File: config.mk
export PLATFORM = sky130hd
export DESIGN_NAME = midpoint_subdivision_line_clip_flat
export DESIGN_NICKNAME = d
export VERILOG_FILES = /design/src/rtl/mslc_pkg.sv /design/src/rtl/mslc_ifs.sv /design/src/rtl/midpoint_subdivision_line_clip.sv /design/src/rtl/mslc_outcode.sv /design/src/flat_wrapper.sv
export SDC_FILE = /design/constraint.sdc
export NUM_CORES = 1
export LEC_CHECK = 0
export BUFFER_PORTS_ARGS = -buffer_cell sky130_fd_sc_hd__clkbuf_2
export CORE_UTILIZATION = 30
export CTS_BUF_LIST = sky130_fd_sc_hd__clkbuf_4
export DETAILED_ROUTE_END_ITERATION = 16
export GPL_ROUTABILITY_DRIVEN = 0
export GPL_TIMING_DRIVEN = 0
export PLACE_DENSITY = 0.51
export SLEW_MARGIN = 20
export SYNTH_ARGS = -nofsm -noshare
export SYNTH_HDL_FRONTEND = slang
export SYNTH_HIERARCHICAL = 1
export SYNTH_SLANG_ARGS = --single-unit
File: constraint.sdc
create_clock -name clk -period 13.6 [get_ports clk]
set_input_delay 1.36 -clock clk [delete_from_list [all_inputs] [get_ports clk]]
set_output_delay 1.36 -clock clk [all_outputs]
set_load 0.01 [all_outputs]
File: src/rtl/mslc_pkg.sv
// ----------------------------------------------------------------------------
// Midpoint subdivision line clipper: shared definitions
// Types and codes used by the clipper sequencer and its outcode unit.
// ----------------------------------------------------------------------------
package mslc_pkg;

  // Outcode bit positions (left, right, bottom, top).
  localparam int CODE_BITS   = 4;
  localparam int CODE_LEFT   = 0;
  localparam int CODE_RIGHT  = 1;
  localparam int CODE_BOTTOM = 2;
  localparam int CODE_TOP    = 3;

  typedef logic [CODE_BITS-1:0] code_t;

  localparam code_t CODE_INSIDE = '0;

  // Configuration register indexes.
  localparam int CFG_INDEX_BITS = 2;

  typedef logic [CFG_INDEX_BITS-1:0] cfg_index_t;

  localparam cfg_index_t REG_WINDOW_LEFT   = 2'd0;
  localparam cfg_index_t REG_WINDOW_RIGHT  = 2'd1;
  localparam cfg_index_t REG_WINDOW_BOTTOM = 2'd2;
  localparam cfg_index_t REG_WINDOW_TOP    = 2'd3;

  // At most this many endpoint moves per segment.
  localparam int OUTER_CAP = 4;
  localparam int PASS_BITS = 3;

  typedef logic [PASS_BITS-1:0] pass_t;

  // Sequencer states.
  typedef enum logic [2:0] {
    S_IDLE,
    S_CODE_A,
    S_CODE_B,
    S_CHECK,
    S_MID,
    S_EVAL,
    S_RECODE,
    S_FINISH
  } state_t;

  // Operand select of the shared outcode unit.
  typedef enum logic [1:0] {
    CSEL_A,
    CSEL_B,
    CSEL_MID
  } code_sel_t;

endpackage

File: src/rtl/mslc_ifs.sv
// ----------------------------------------------------------------------------
// Midpoint subdivision line clipper: channel interfaces
// Segment input, clip result and configuration write channels.
// ----------------------------------------------------------------------------

// Segment channel: two endpoints.
interface mslc_seg_if #(
  parameter int COORD_BITS = 24
);
  logic                         valid;
  logic                         ready;
  logic signed [COORD_BITS-1:0] start_x;
  logic signed [COORD_BITS-1:0] start_y;
  logic signed [COORD_BITS-1:0] end_x;
  logic signed [COORD_BITS-1:0] end_y;

  modport source (output valid, start_x, start_y, end_x, end_y, input ready);
  modport sink   (input valid, start_x, start_y, end_x, end_y, output ready);
endinterface

// Result channel: visible flag and clipped endpoints.
interface mslc_res_if #(
  parameter int COORD_BITS = 24
);
  logic                         valid;
  logic                         ready;
  logic                         visible;
  logic signed [COORD_BITS-1:0] clip_start_x;
  logic signed [COORD_BITS-1:0] clip_start_y;
  logic signed [COORD_BITS-1:0] clip_end_x;
  logic signed [COORD_BITS-1:0] clip_end_y;

  modport source (output valid, visible, clip_start_x, clip_start_y, clip_end_x,
                  clip_end_y, input ready);
  modport sink   (input valid, visible, clip_start_x, clip_start_y, clip_end_x,
                  clip_end_y, output ready);
endinterface

// Configuration write channel.
interface mslc_cfg_if
  import mslc_pkg::*;
#(
  parameter int COORD_BITS = 24
);
  logic                  valid;
  logic                  ready;
  cfg_index_t            index;
  logic [COORD_BITS-1:0] data;

  modport source (output valid, index, data, input ready);
  modport sink   (input valid, index, data, output ready);
endinterface

File: src/rtl/midpoint_subdivision_line_clip.sv
// ----------------------------------------------------------------------------
// Midpoint subdivision line clipper
// Clips one segment against a rectangular window by repeated bisection.
// ----------------------------------------------------------------------------
// One segment is handled at a time; segment.ready is high only while the
// block is idle. After the item is taken, the two endpoint outcodes are found
// one after the other and a check state follows. Each move of an outside
// endpoint repeats halving steps (midpoint add, then classify and update),
// then recodes the moved endpoint and checks again; there are at most four
// moves per segment. The finish state loads the result register once the
// output is free. The design has one midpoint adder pair and one outcode
// unit. The result register lets a new segment be taken while the previous
// result still waits. Window registers are written through the cfg channel,
// which is always ready; write them only while idle.
// ----------------------------------------------------------------------------
module midpoint_subdivision_line_clip
  import mslc_pkg::*;
#(
  parameter int COORD_BITS = 24
) (
  input  logic         clk,
  input  logic         rst,
  mslc_seg_if.sink     segment,
  mslc_res_if.source   result,
  mslc_cfg_if.sink     cfg
);

  state_t state;
  state_t state_next;

  logic signed [COORD_BITS-1:0] window_left;
  logic signed [COORD_BITS-1:0] window_right;
  logic signed [COORD_BITS-1:0] window_bottom;
  logic signed [COORD_BITS-1:0] window_top;

  // Endpoint a is also the near bound during bisection.
  logic signed [COORD_BITS-1:0] ax;
  logic signed [COORD_BITS-1:0] ay;
  logic signed [COORD_BITS-1:0] bx;
  logic signed [COORD_BITS-1:0] by;
  logic signed [COORD_BITS-1:0] far_x;
  logic signed [COORD_BITS-1:0] far_y;
  logic signed [COORD_BITS-1:0] mid_x;
  logic signed [COORD_BITS-1:0] mid_y;
  code_t                        ca;
  code_t                        cb;
  pass_t                        pass;

  code_sel_t                    code_sel;
  logic signed [COORD_BITS-1:0] code_x;
  logic signed [COORD_BITS-1:0] code_y;
  code_t                        code;

  logic [COORD_BITS:0]          sum_x;
  logic [COORD_BITS:0]          sum_y;
  logic                         both_inside;
  logic                         reject;
  logic                         bisect_done;
  logic                         out_free;

  // Configuration writes.
  assign cfg.ready = 1'b1;

  always_ff @(posedge clk) begin
    if (rst) begin
      window_left   <= '0;
      window_right  <= '0;
      window_bottom <= '0;
      window_top    <= '0;
    end else if (cfg.valid) begin
      unique case (cfg.index)
        REG_WINDOW_LEFT:   window_left   <= cfg.data;
        REG_WINDOW_RIGHT:  window_right  <= cfg.data;
        REG_WINDOW_BOTTOM: window_bottom <= cfg.data;
        REG_WINDOW_TOP:    window_top    <= cfg.data;
        default:           ;
      endcase
    end
  end

  // Shared outcode unit and its operand select.
  always_comb begin
    unique case (code_sel)
      CSEL_A: begin
        code_x = ax;
        code_y = ay;
      end
      CSEL_B: begin
        code_x = bx;
        code_y = by;
      end
      CSEL_MID: begin
        code_x = mid_x;
        code_y = mid_y;
      end
      default: begin
        code_x = ax;
        code_y = ay;
      end
    endcase
  end

  mslc_outcode #(
    .COORD_BITS (COORD_BITS)
  ) u_outcode (
    .x             (code_x),
    .y             (code_y),
    .window_left   (window_left),
    .window_right  (window_right),
    .window_bottom (window_bottom),
    .window_top    (window_top),
    .code          (code)
  );

  // Floor of half the sum: sign-extended add, then drop the low bit.
  assign sum_x = {ax[COORD_BITS-1], ax} + {far_x[COORD_BITS-1], far_x};
  assign sum_y = {ay[COORD_BITS-1], ay} + {far_y[COORD_BITS-1], far_y};

  // Decisions of the check and evaluate steps.
  assign both_inside = (ca == CODE_INSIDE) && (cb == CODE_INSIDE);
  assign reject      = (pass == PASS_BITS'(OUTER_CAP)) || ((ca & cb) != CODE_INSIDE);
  assign bisect_done = ((mid_x == ax) && (mid_y == ay)) ||
                       ((mid_x == far_x) && (mid_y == far_y));
  assign out_free    = !result.valid || result.ready;

  // Next state.
  always_comb begin
    state_next = state;
    unique case (state)
      S_IDLE:   if (segment.valid) state_next = S_CODE_A;
      S_CODE_A: state_next = S_CODE_B;
      S_CODE_B: state_next = S_CHECK;
      S_CHECK: begin
        if (both_inside || reject) begin
          state_next = S_FINISH;
        end else begin
          state_next = S_MID;
        end
      end
      S_MID:    state_next = S_EVAL;
      S_EVAL: begin
        if (bisect_done) begin
          state_next = S_RECODE;
        end else begin
          state_next = S_MID;
        end
      end
      S_RECODE: state_next = S_CHECK;
      S_FINISH: if (out_free) state_next = S_IDLE;
      default:  state_next = S_IDLE;
    endcase
  end

  // Sequencer outputs.
  always_comb begin
    segment.ready = 1'b0;
    code_sel      = CSEL_A;
    unique case (state)
      S_IDLE:   segment.ready = 1'b1;
      S_CODE_B: code_sel = CSEL_B;
      S_EVAL:   code_sel = CSEL_MID;
      default:  code_sel = CSEL_A;
    endcase
  end

  always_ff @(posedge clk) begin
    if (rst) begin
      state <= S_IDLE;
    end else begin
      state <= state_next;
    end
  end

  // Endpoint, bound and midpoint datapath.
  always_ff @(posedge clk) begin
    unique case (state)
      S_IDLE: begin
        if (segment.valid) begin
          ax   <= segment.start_x;
          ay   <= segment.start_y;
          bx   <= segment.end_x;
          by   <= segment.end_y;
          pass <= '0;
        end
      end
      S_CODE_A, S_RECODE: ca <= code;
      S_CODE_B:           cb <= code;
      S_CHECK: begin
        // Put the outside endpoint first; the other one is the far bound.
        if (!both_inside && !reject) begin
          pass <= pass + PASS_BITS'(1);
          if (ca == CODE_INSIDE) begin
            ax    <= bx;
            ay    <= by;
            bx    <= ax;
            by    <= ay;
            ca    <= cb;
            cb    <= ca;
            far_x <= ax;
            far_y <= ay;
          end else begin
            far_x <= bx;
            far_y <= by;
          end
        end
      end
      S_MID: begin
        mid_x <= sum_x[COORD_BITS:1];
        mid_y <= sum_y[COORD_BITS:1];
      end
      S_EVAL: begin
        // An inside midpoint becomes the far bound, an outside one the near.
        if (bisect_done) begin
          if (code == CODE_INSIDE) begin
            ax <= mid_x;
            ay <= mid_y;
          end else begin
            ax <= far_x;
            ay <= far_y;
          end
        end else if (code == CODE_INSIDE) begin
          far_x <= mid_x;
          far_y <= mid_y;
        end else begin
          ax <= mid_x;
          ay <= mid_y;
        end
      end
      default: ;
    endcase
  end

  // Result register.
  always_ff @(posedge clk) begin
    if (rst) begin
      result.valid <= 1'b0;
    end else if (state == S_FINISH && out_free) begin
      result.valid <= 1'b1;
    end else if (result.ready) begin
      result.valid <= 1'b0;
    end
  end

  always_ff @(posedge clk) begin
    if (state == S_FINISH && out_free) begin
      result.visible <= both_inside;
      if (both_inside) begin
        result.clip_start_x <= ax;
        result.clip_start_y <= ay;
        result.clip_end_x   <= bx;
        result.clip_end_y   <= by;
      end else begin
        result.clip_start_x <= '0;
        result.clip_start_y <= '0;
        result.clip_end_x   <= '0;
        result.clip_end_y   <= '0;
      end
    end
  end

endmodule

File: src/rtl/mslc_outcode.sv
// ----------------------------------------------------------------------------
// Midpoint subdivision line clipper: outcode unit
// Classifies one point against the clip window with four signed compares.
// ----------------------------------------------------------------------------
module mslc_outcode
  import mslc_pkg::*;
#(
  parameter int COORD_BITS = 24
) (
  input  logic signed [COORD_BITS-1:0] x,
  input  logic signed [COORD_BITS-1:0] y,
  input  logic signed [COORD_BITS-1:0] window_left,
  input  logic signed [COORD_BITS-1:0] window_right,
  input  logic signed [COORD_BITS-1:0] window_bottom,
  input  logic signed [COORD_BITS-1:0] window_top,
  output code_t                        code
);

  logic is_left;
  logic is_bottom;

  // Right is tested only when not left, top only when not bottom.
  always_comb begin
    is_left                = x < window_left;
    is_bottom              = y < window_bottom;
    code                   = CODE_INSIDE;
    code[CODE_LEFT]        = is_left;
    code[CODE_RIGHT]       = !is_left && (x > window_right);
    code[CODE_BOTTOM]      = is_bottom;
    code[CODE_TOP]         = !is_bottom && (y > window_top);
  end

endmodule

File: src/flat_wrapper.sv
// flat-port wrapper written by rule: the top's interface ports become plain ports
module midpoint_subdivision_line_clip_flat import mslc_pkg::*;
#(
  parameter int COORD_BITS = 24
)
  (clk, rst, segment_valid, segment_start_x, segment_start_y, segment_end_x, segment_end_y, segment_ready, result_valid, result_visible, result_clip_start_x, result_clip_start_y, result_clip_end_x, result_clip_end_y, result_ready, cfg_valid, cfg_index, cfg_data, cfg_ready);
  mslc_seg_if #(.COORD_BITS(COORD_BITS)) segment_i ();
  mslc_res_if #(.COORD_BITS(COORD_BITS)) result_i ();
  mslc_cfg_if #(.COORD_BITS(COORD_BITS)) cfg_i ();
  input  logic clk;
  input  logic rst;
  input wire logic [$bits(segment_i.valid)-1:0] segment_valid;
  input wire logic [$bits(segment_i.start_x)-1:0] segment_start_x;
  input wire logic [$bits(segment_i.start_y)-1:0] segment_start_y;
  input wire logic [$bits(segment_i.end_x)-1:0] segment_end_x;
  input wire logic [$bits(segment_i.end_y)-1:0] segment_end_y;
  output wire logic [$bits(segment_i.ready)-1:0] segment_ready;
  output wire logic [$bits(result_i.valid)-1:0] result_valid;
  output wire logic [$bits(result_i.visible)-1:0] result_visible;
  output wire logic [$bits(result_i.clip_start_x)-1:0] result_clip_start_x;
  output wire logic [$bits(result_i.clip_start_y)-1:0] result_clip_start_y;
  output wire logic [$bits(result_i.clip_end_x)-1:0] result_clip_end_x;
  output wire logic [$bits(result_i.clip_end_y)-1:0] result_clip_end_y;
  input wire logic [$bits(result_i.ready)-1:0] result_ready;
  input wire logic [$bits(cfg_i.valid)-1:0] cfg_valid;
  input wire logic [$bits(cfg_i.index)-1:0] cfg_index;
  input wire logic [$bits(cfg_i.data)-1:0] cfg_data;
  output wire logic [$bits(cfg_i.ready)-1:0] cfg_ready;
  assign segment_i.valid = segment_valid;
  assign segment_i.start_x = segment_start_x;
  assign segment_i.start_y = segment_start_y;
  assign segment_i.end_x = segment_end_x;
  assign segment_i.end_y = segment_end_y;
  assign segment_ready = segment_i.ready;
  assign result_valid = result_i.valid;
  assign result_visible = result_i.visible;
  assign result_clip_start_x = result_i.clip_start_x;
  assign result_clip_start_y = result_i.clip_start_y;
  assign result_clip_end_x = result_i.clip_end_x;
  assign result_clip_end_y = result_i.clip_end_y;
  assign result_i.ready = result_ready;
  assign cfg_i.valid = cfg_valid;
  assign cfg_i.index = cfg_index;
  assign cfg_i.data = cfg_data;
  assign cfg_ready = cfg_i.ready;
  midpoint_subdivision_line_clip #(.COORD_BITS(COORD_BITS)) u_core (.clk(clk), .rst(rst), .segment(segment_i), .result(result_i), .cfg(cfg_i));
endmodule
==> summary.md, run 1 <==
| Metric | Value |
|---|---|
| Outcome | completed |
| First-pass GRT wire length | 128 mm |
| Final routed DRC violation total | 0 |
| CTS tree | done |
| Clk pin slew, worst setup/hold paths | 0.06 ns |
| Final period util | 54.3% |
| Number of synthesized flops with an enable pin | 300 |
| Total Neg Setup Slack | 0 ns |
| HP Class | reg2reg |
| CTS sink cnt | 400 |
| Tot Pwr | 4.01 mW |
| RSZ-0062 raised after global routing | no |
| Area Growth Syn to Fin | 18.5% |
| Port bufs | 223 |
| Crit end category | register |
| H-tree Lvls | 3 |
| DRT iter0 DRCs | 2236 |
| Met1 Use GR | 29.1% |
| Clock root cell | clkbuf_4 |
| Crit. Startpoint | u_core/state[1] |
| Distinct cells, synth | 73 |
| Die Span X | 280 µm |
| Antenna Violating Nets Remaining | 0 |
| Total number of vias | 20000 |
| Post-Synthesis Cell Area | 23200 µm² |
| Ports | 227 |
| Crit path DAT | 8.02 ns |
| CP cell instances | buf_2, inv_1, and3_1, clkbuf_1, nor2_1, clkbuf_1, clkbuf_1, nand2_1, nand2_1, ha_1, a21oi_1, o21ai_1, a221oi_1, o21ai_2, or3_2, and2_1, buf_4, nor4_4, clkbuf_1, buf_1, a31oi_4, buf_16 |
| FF-to-FF End | u_core/ay[6] |
| Drt via density | 5.19 |
| Post-cts sizing count | 0 |
| Gr usage total | 22.2% |
| Worst-Margin Slew | 1.19 ns |
| Skew-Pair Late Insertion Delay | 0.96 ns |
| Rows | 101 |
| CP max-delay cell | clkbuf_1 |
| Syn_nets | 2642 |
| Total grt overflow | 0 |
| Worst Slack Setup Final | 6.21 ns |
| Max Cap Viol | 0 |
| Grt peak-use layer | met2 |
| Final Skew | 0.0895 ns |
| Most used cell, CP | clkbuf_1 |
| Fillers | 7857 |
| WL/cell | 22.9 µm |
| Routed Wire Length | 88.2 mm |
| Cell area power density | 146 nW/µm² |
| Leakage power | 10.3 nW |
| Crit path time final | 7.39 ns |
| Max Clock Freq | 0.135 GHz |
| Synth Instances | 2371 |
| Pin count of the biggest net entering global routing | 28 |
| CP Class | reg2reg |
| Die area | 78600 µm² |
| Register area share after synthesis | 47.4% |
| Initial antenna violation count | 3 |
| Critical path required time | 14.23 ns |
| CP delay by family, top | buffers and inverters |
| Avg Cell Area, Syn | 9.80 µm² |
| M3 GR Usage | 3.93% |
| Post-CTS setup buffers | 0 |
| Main synth FF type | edfxtp_1 |
| Die Ht | 280 µm |
| Layout cells sized above 1 | 16.6% |
| Initial Utilization | 30.4% |
| Yosys reg bits | 400 |
| Crit path to | u_core/ay[6] |
| Slew Limit Fails | 0 |
| Bufs and invs on worst path | 9 |
| Final #Nets | 3000 |
| Peak supply drop | 0.0572 mV |
| Synth async-reset ratio | 0% |
| Reg2reg path depth | 22 |
| Core box area | 76300 µm² |
| CP Depth | 22 |
| Slew HR | 20.5% |
| Met2 global-route usage | 35.5% |
| Cts bufs inserted | 114 |
| Crit-path max cell delay | 0.71 ns |
| Ys Warns | 6 |
| FF-to-FF Start | u_core/state[1] |
| Final hold vios | 0 |
| CP Max Fanout | 16 |
| Hold_buf cts | 0 |
| Max clock buf depth | 3 |
| Worst Setup Slack post-DPL | 6.37 ns |
| First-pass detailed-route iteration total | 8 |
| R2r setup slk | 6.21 ns |
| Worst setup SP type | register |
| Final setup fails | 0 |
| DP HPWL | 69.2 mm |
| Vias in the first global route | 20000 |
[Yosys cell counts, types with 4 or more instances]
cell | n | share of area, %
a211oi_1 | 58 | 1.9
a21o_1 | 31 | 1.0
a21oi_1 | 219 | 4.7
a22oi_1 | 93 | 3.0
a31oi_1 | 8 | 0.22
and2_1 | 8 | 0.22
and3_1 | 102 | 2.7
and4_1 | 4 | 0.15
buf_2 | 7 | 0.15
buf_4 | 5 | 0.16
clkbuf_1 | 118 | 1.9
dfxtp_1 | 100 | 8.6
edfxtp_1 | 300 | 39
ha_1 | 142 | 7.6
inv_1 | 112 | 1.8
mux2i_1 | 97 | 4.2
nand2_1 | 403 | 6.5
nand2b_1 | 6 | 0.16
nand3_1 | 28 | 0.60
nand4_1 | 47 | 1.3
nor2_1 | 48 | 0.78
nor2b_1 | 57 | 1.5
nor3_1 | 10 | 0.22
nor4_1 | 11 | 0.30
o211ai_1 | 6 | 0.19
o21a_1 | 7 | 0.23
o21ai_0 | 133 | 2.9
o21ai_1 | 5 | 0.11
o21bai_1 | 6 | 0.19
xnor2_1 | 122 | 4.6
xor2_1 | 12 | 0.45
[logic make-up after synthesis]
family          count (synthesis)  synth area share (%)
compound gates                603                  16.1
xor+xnor                      134                  5.05
fa+ha+maj                     144                  7.82
buf+inv                       248                  4.20
flops                         400                  47.4
mux                            98                  4.23
other cells                     1                0.0161
simple gates                  743                  15.2
[layer usage]
metal | part of all wire (%) | wire length, µm
met1 | 43 | 38200
met2 | 46 | 40200
met3 | 7.0 | 6190
met4 | 4.0 | 3550
met5 | 0.018 | 16
[cell type report]
cell class,instances,area [µm²],share of cell area [%]
antenna,2,5.00,0.0182
buffer,136,556,2.02
inverter,112,420,1.53
sequential,400,11000,40.0
clock inverter,40,211,0.768
multi-input combinational,1723,11300,41.1
timing repair buffer,242,1450,5.26
clock buffer,170,1280,4.64
tap,1030,1290,4.68
[cell usage in the layout, fill, tap and decap left out, types with 10 or more instances in the layout]
master    instances
a21oi_1         219
clkinv_1         33
nor3_1           10
buf_4            10
clkbuf_2        225
nand3_1          28
xnor2_1         122
nor2b_1          56
xor2_1           12
and3_1          102
mux2i_1          97
a22oi_1          93
o21ai_0         133
edfxtp_1        300
clkbuf_4        170
nor4_1           10
dfxtp_1         100
nand4_1          47
nor2_1           46
nand2_1         403
clkbuf_1        117
a211oi_1         58
ha_1            142
a21o_1           31
inv_1           112
[through the flow]
stage          hold slack (ns)  area (µm²)  instances  util (%)
3_5_place_dp             0.447       26000       3643      34.1
4_1_cts                  0.455       27500       3853      36.0
2_1_floorplan            0.432       23200       2371         -
5_1_grt                  0.469       27500       3855      36.1
6_report                 0.454       27500       3855      36.1
3_3_place_gp             0.441       25600       3624      33.6
[power breakdown]
group | internal, mW | leakage (nW) | switching, mW
clock network | 0.607 | 0.882 | 0.561
registers | 1.47 | 3.41 | 0.138
logic | 0.445 | 6.00 | 0.793
total | 2.52 | 10.3 | 1.49
[worst reg2reg max path, stage by stage (launching register included)]
cell and delay (ns):
dfxtp_1 0.31, buf_2 0.19, inv_1 0.12, and3_1 0.18, clkbuf_1 0.17, nor2_1 0.20, clkbuf_1 0.71, clkbuf_1 0.64
nand2_1 0.12, nand2_1 0.22, ha_1 0.29, a21oi_1 0.14, o21ai_1 0.11, a221oi_1 0.36, o21ai_2 0.10, or3_2 0.44
and2_1 0.18, buf_4 0.15, nor4_4 0.62, clkbuf_1 0.65, buf_1 0.60, a31oi_4 0.32, buf_16 0.26
[registers in the layout, summed over array words and instances, names as in the netlist, 4 cells and up]
| register | flops |
|---|---|
| u_core/ax | 24 |
| u_core/ay | 24 |
| u_core/bx | 24 |
| u_core/by | 24 |
| u_core/ca | 4 |
| u_core/cb | 4 |
| u_core/far_x | 24 |
| u_core/far_y | 24 |
| u_core/mid_x | 24 |
| u_core/mid_y | 24 |
| u_core/result.clip_end_x | 24 |
| u_core/result.clip_end_y | 24 |
| u_core/result.clip_start_x | 24 |
| u_core/result.clip_start_y | 24 |
| u_core/window_bottom | 24 |
| u_core/window_left | 24 |
| u_core/window_right | 24 |
| u_core/window_top | 24 |
[how the worst min path moves through the flow]
stage / start / end / slack [ns] / cells past startpoint
final: u_core/window_left[16] / u_core/window_left[16] / 0.45 / 2
after global routing: u_core/window_top[5] / u_core/window_top[5] / 0.47 / 2
after CTS: u_core/window_left[16] / u_core/window_left[16] / 0.45 / 2
after detailed placement: u_core/window_left[16] / u_core/window_left[16] / 0.45 / 2
after global placement: u_core/window_bottom[0] / u_core/window_bottom[0] / 0.44 / 2
after floorplan: u_core/window_bottom[0] / u_core/window_bottom[0] / 0.43 / 2
(Power assumes the default switching activity.)
==> run 2: changes to the inputs <==
--- a/config.mk
+++ b/config.mk
@@ -5,6 +5,7 @@
 export SDC_FILE = /design/constraint.sdc
 export NUM_CORES = 1
 export LEC_CHECK = 0
+export ABC_AREA = 1
 export BUFFER_PORTS_ARGS = -buffer_cell sky130_fd_sc_hd__clkbuf_2
 export CORE_UTILIZATION = 30
 export CTS_BUF_LIST = sky130_fd_sc_hd__clkbuf_4
==> constraint.sdc (replaced) <==
create_clock -name clk -period 7.5 [get_ports clk]
set_input_delay 0.75 -clock clk [delete_from_list [all_inputs] [get_ports clk]]
set_output_delay 0.75 -clock clk [all_outputs]
set_load 0.01 [all_outputs]
==> run 2 against run 1 <==
Effect of this change: the flow now finishes with violations (setup timing); utilization shrank 0.11 points; clock power grew 85%; fmax shrank 1.8%; register-to-register slack lost 6.2 ns; synthesized area grew 4.3%; first-iteration DRC count shrank 14%; global-route usage grew 0.97 points; combinational power grew to 4.1 times the previous value; design area grew 3.9%; wire length grew 9.1%; clock skew grew 0.021 ns; largest cell class unchanged.
==> summary.md, run 2 <==
| Metric | Value |
|---|---|
| Number of synthesized flops with an enable pin | 300 |
| Critical path required time | 8.09 ns |
| CP Class | reg2reg |
| CP cell instances | buf_2, nor2_2, nand2_1, nand2_1, clkbuf_1, o21ai_0, ha_1, a21o_1, nor2_1, nand2_1, nand2_1, nand3_1, nand2_1, nand3_1, nor2_2, nor2_1, nand2_1, clkbuf_1, buf_1, nor2_1, nor2_4, buf_16, buf_16 |
| First-pass GRT wire length | 140 mm |
| FF-to-FF Start | u_core/state[0] |
| Cts bufs inserted | 116 |
| Post-synthesis adder-cell area fraction | 7.50% |
| Main synth FF type | edfxtp_1 |
| Distinct cells, synth | 43 |
| WL/cell | 21.2 µm |
| Switching part of the total | 46.4% |
| Most used cell, CP | nand2_1 |
| Leakage power | 12.1 nW |
| DRT iter0 DRCs | 1924 |
| Clk pin slew, worst setup/hold paths | 0.07 ns |
| Synth top area share | 37.2% |
| Syn_nets | 3306 |
| Final routed DRC violation total | 0 |
| Final period util | 100% |
| Synth async-reset ratio | 0% |
| RSZ-0062 raised after global routing | no |
| Final Skew | 0.110 ns |
| HP Class | in2reg |
| Avg Cell Area, Syn | 7.99 µm² |
| Worst-Margin Slew | 1.30 ns |
| Synth Area in Simple Gates | 20.8% |
| Synth area leader | edfxtp_1 |
| Max clock buf depth | 3 |
| Ports | 227 |
| Total Neg Setup Slack | -0.0191 ns |
| Post-Synth XOR/XNOR Area | 3.32% |
| Crit. Startpoint | u_core/state[0] |
| Crit end category | register |
| Slew Limit Fails | 0 |
| Ys Warns | 6 |
| Antenna Violating Nets Remaining | 0 |
| Top cells by area, synth | edfxtp_1, nand2_1, dfxtp_1 |
| H-tree Lvls | 3 |
| DP HPWL | 75.4 mm |
| Outcome | finished with violations |
| Die area | 81900 µm² |
| Synth Area in Compound Gates | 14.1% |
| Slew HR | 12.6% |
| Peak supply drop | 0.253 mV |
| Crit-path max cell delay | 0.91 ns |
| Vias in the first global route | 22100 |
| Crit path time final | 7.52 ns |
| Final hold vios | 0 |
| Initial antenna violation count | 2 |
| Crit path DAT | 8.11 ns |
| Logic pwr share | 47.5% |
| Leading cell type in the layout, fill and taps excluded | nand2_1 |
| CP Max Fanout | 19 |
| Commonest non-fill, non-tap cells in the layout | nand2_1, inv_1, o21ai_0, edfxtp_1, nor2_1 |
| Most common cell in the netlist | nand2_1 |
| First-pass detailed-route iteration total | 6 |
| Failing checks | setup timing |
| Drt via density | 5.00 |
| Pint | 5.69 mW |
| Post-Synthesis Cell Area | 24200 µm² |
| Worst Slack Setup Final | -0.0191 ns |
| Total number of vias | 22700 |
| Skew-Pair Late Insertion Delay | 0.95 ns |
| Commonest cells in the netlist | nand2_1, inv_1, o21ai_0 |
| Synth Instances | 3035 |
| NetSw | 4.94 mW |
| Fraction of power consumed by sequential logic | 32.2% |
| Die Span X | 286 µm |
| Dpl cell area | 27000 µm² |
| Worst setup SP type | register |
| Port bufs | 225 |
| Mux cell area share after synthesis | 0% |
| Cell area after layout | 28600 µm² |
| Max Clock Freq | 0.133 GHz |
| Final #Nets | 3666 |
| Layout cells sized above 1 | 13.9% |
| Rows | 103 |
| Main combinational cell family by area after synthesis | simple AND/OR/NAND/NOR gates |
| Yosys reg bits | 400 |
| CP max-delay cell | buf_1 |
| Die Ht | 286 µm |
| R2r setup slk | -0.02 ns |
| Routed Wire Length | 96.1 mm |
| Cell area power density | 372 nW/µm² |
| Area Growth Syn to Fin | 17.9% |
| Gr usage total | 23.2% |
| Clk network pwr share | 20.3% |
| Clock root cell | clkbuf_4 |
| Hold path start | cfg_data[23] |
| Total grt overflow | 0 |
| Register area share after synthesis | 45.4% |
| CTS tree | done |
| Pin count of the biggest net entering global routing | 27 |
| Final setup fails | 1 |
| Max Cap Viol | 0 |
| Initial Utilization | 30.5% |
| CTS sink cnt | 400 |
| Core box area | 79500 µm² |
| Post-cts sizing count | 0 |
run 2: changes by cell type after synthesis, moves of 39 or more:
cell / before / now
a21oi_1: 219 / 174
inv_1: 112 / 407
nand2_1: 403 / 680
nand3_1: 28 / 100
and3_1: 102 / 0
o21ai_0: 133 / 301
nor3_1: 10 / 58
a211oi_1: 58 / 2
a22oi_1: 93 / 0
xnor2_1: 122 / 64
nor2b_1: 57 / 0
a31oi_1: 8 / 47
nor2_1: 48 / 296
mux2i_1: 97 / 0
run 2: path summary, 6_finish.rpt:
path	to	cells past startpoint
setup / recovery	u_core/ax[9]	23
hold / removal	u_core/window_right[23]	3
setup reg to reg	u_core/ax[9]	23
hold reg to reg	u_core/window_bottom[16]	2
run 2: critical path: cells and delay by family (launching register included):
| family | cells | cell delay, ns |
|---|---|---|
| buffers and inverters | 6 | 2.81 |
| AO/OA/AOI/OAI | 2 | 0.90 |
| adder cells (fa/ha/maj) | 1 | 0.52 |
| flip-flops | 1 | 0.29 |
| AND/OR/NAND/NOR | 14 | 2.59 |
run 2: logic make-up after synthesis:
group | count (synthesis)
AOI/OAI and AO/OA | 626
xor gates and xnor gates | 92
adders and majority gates | 144
buffers and inverters | 548
DFF | 400
other | 1
and+or+nand+nor | 1224
run 2: per-layer routing:
metal	track usage (%)	part of all wire [%]	vias to the layer above
li1	-	-	10900
met1	31.6	45	10700
met2	36.4	44	912
met3	3.74	7.5	169
met4	9.34	3.5	2
met5	0	0.014	-
run 2: area by class of cell:
class                   instances  area [µm²]
plain buffers                 132         567
repair buffers                242        1480
inverters                     416        1560
flip-flops and latches        400       11000
clock buffers                 174        1310
fillers                      8636       50900
multi-input cells            2087       11100
clock inverters                33         196
well taps                    1050        1310
diodes                          1        2.50
run 2: repair_timing:
action,4_1_cts,5_1_grt
setup buffers,0,0
hold buffers,4,0
endpoints found under the hold margin,4,0
setup endpoints to repair,0,0
run 2: power by group through the flow:
stage / combinational (mW) / clock, mW / sequential [mW]
global placement: 4.76 / 0 / 3.51
finish: 5.05 / 2.16 / 3.42
floorplan: 3.10 / 0 / 3.34
global route: 5.53 / 2.34 / 3.46
detailed placement: 4.95 / 0 / 3.45
CTS: 4.97 / 2.24 / 3.41
run 2: per-stage QoR:
step / instances / total power [mW] / hold WS (ns) / utilization (%) / setup WS, ns
after floorplan: 3035 / 6.44 / 0.424 / - / 1.89
after global placement: 4310 / 8.27 / 0.433 / 33.5 / -2.59
after detailed placement: 4323 / 8.40 / 0.436 / 34.0 / 0.407
after CTS: 4534 / 10.6 / 0.000570 / 35.9 / 0.354
after global routing: 4535 / 11.3 / 0.0648 / 35.9 / 0.0432
final: 4535 / 10.6 / 0.117 / 35.9 / -0.0191
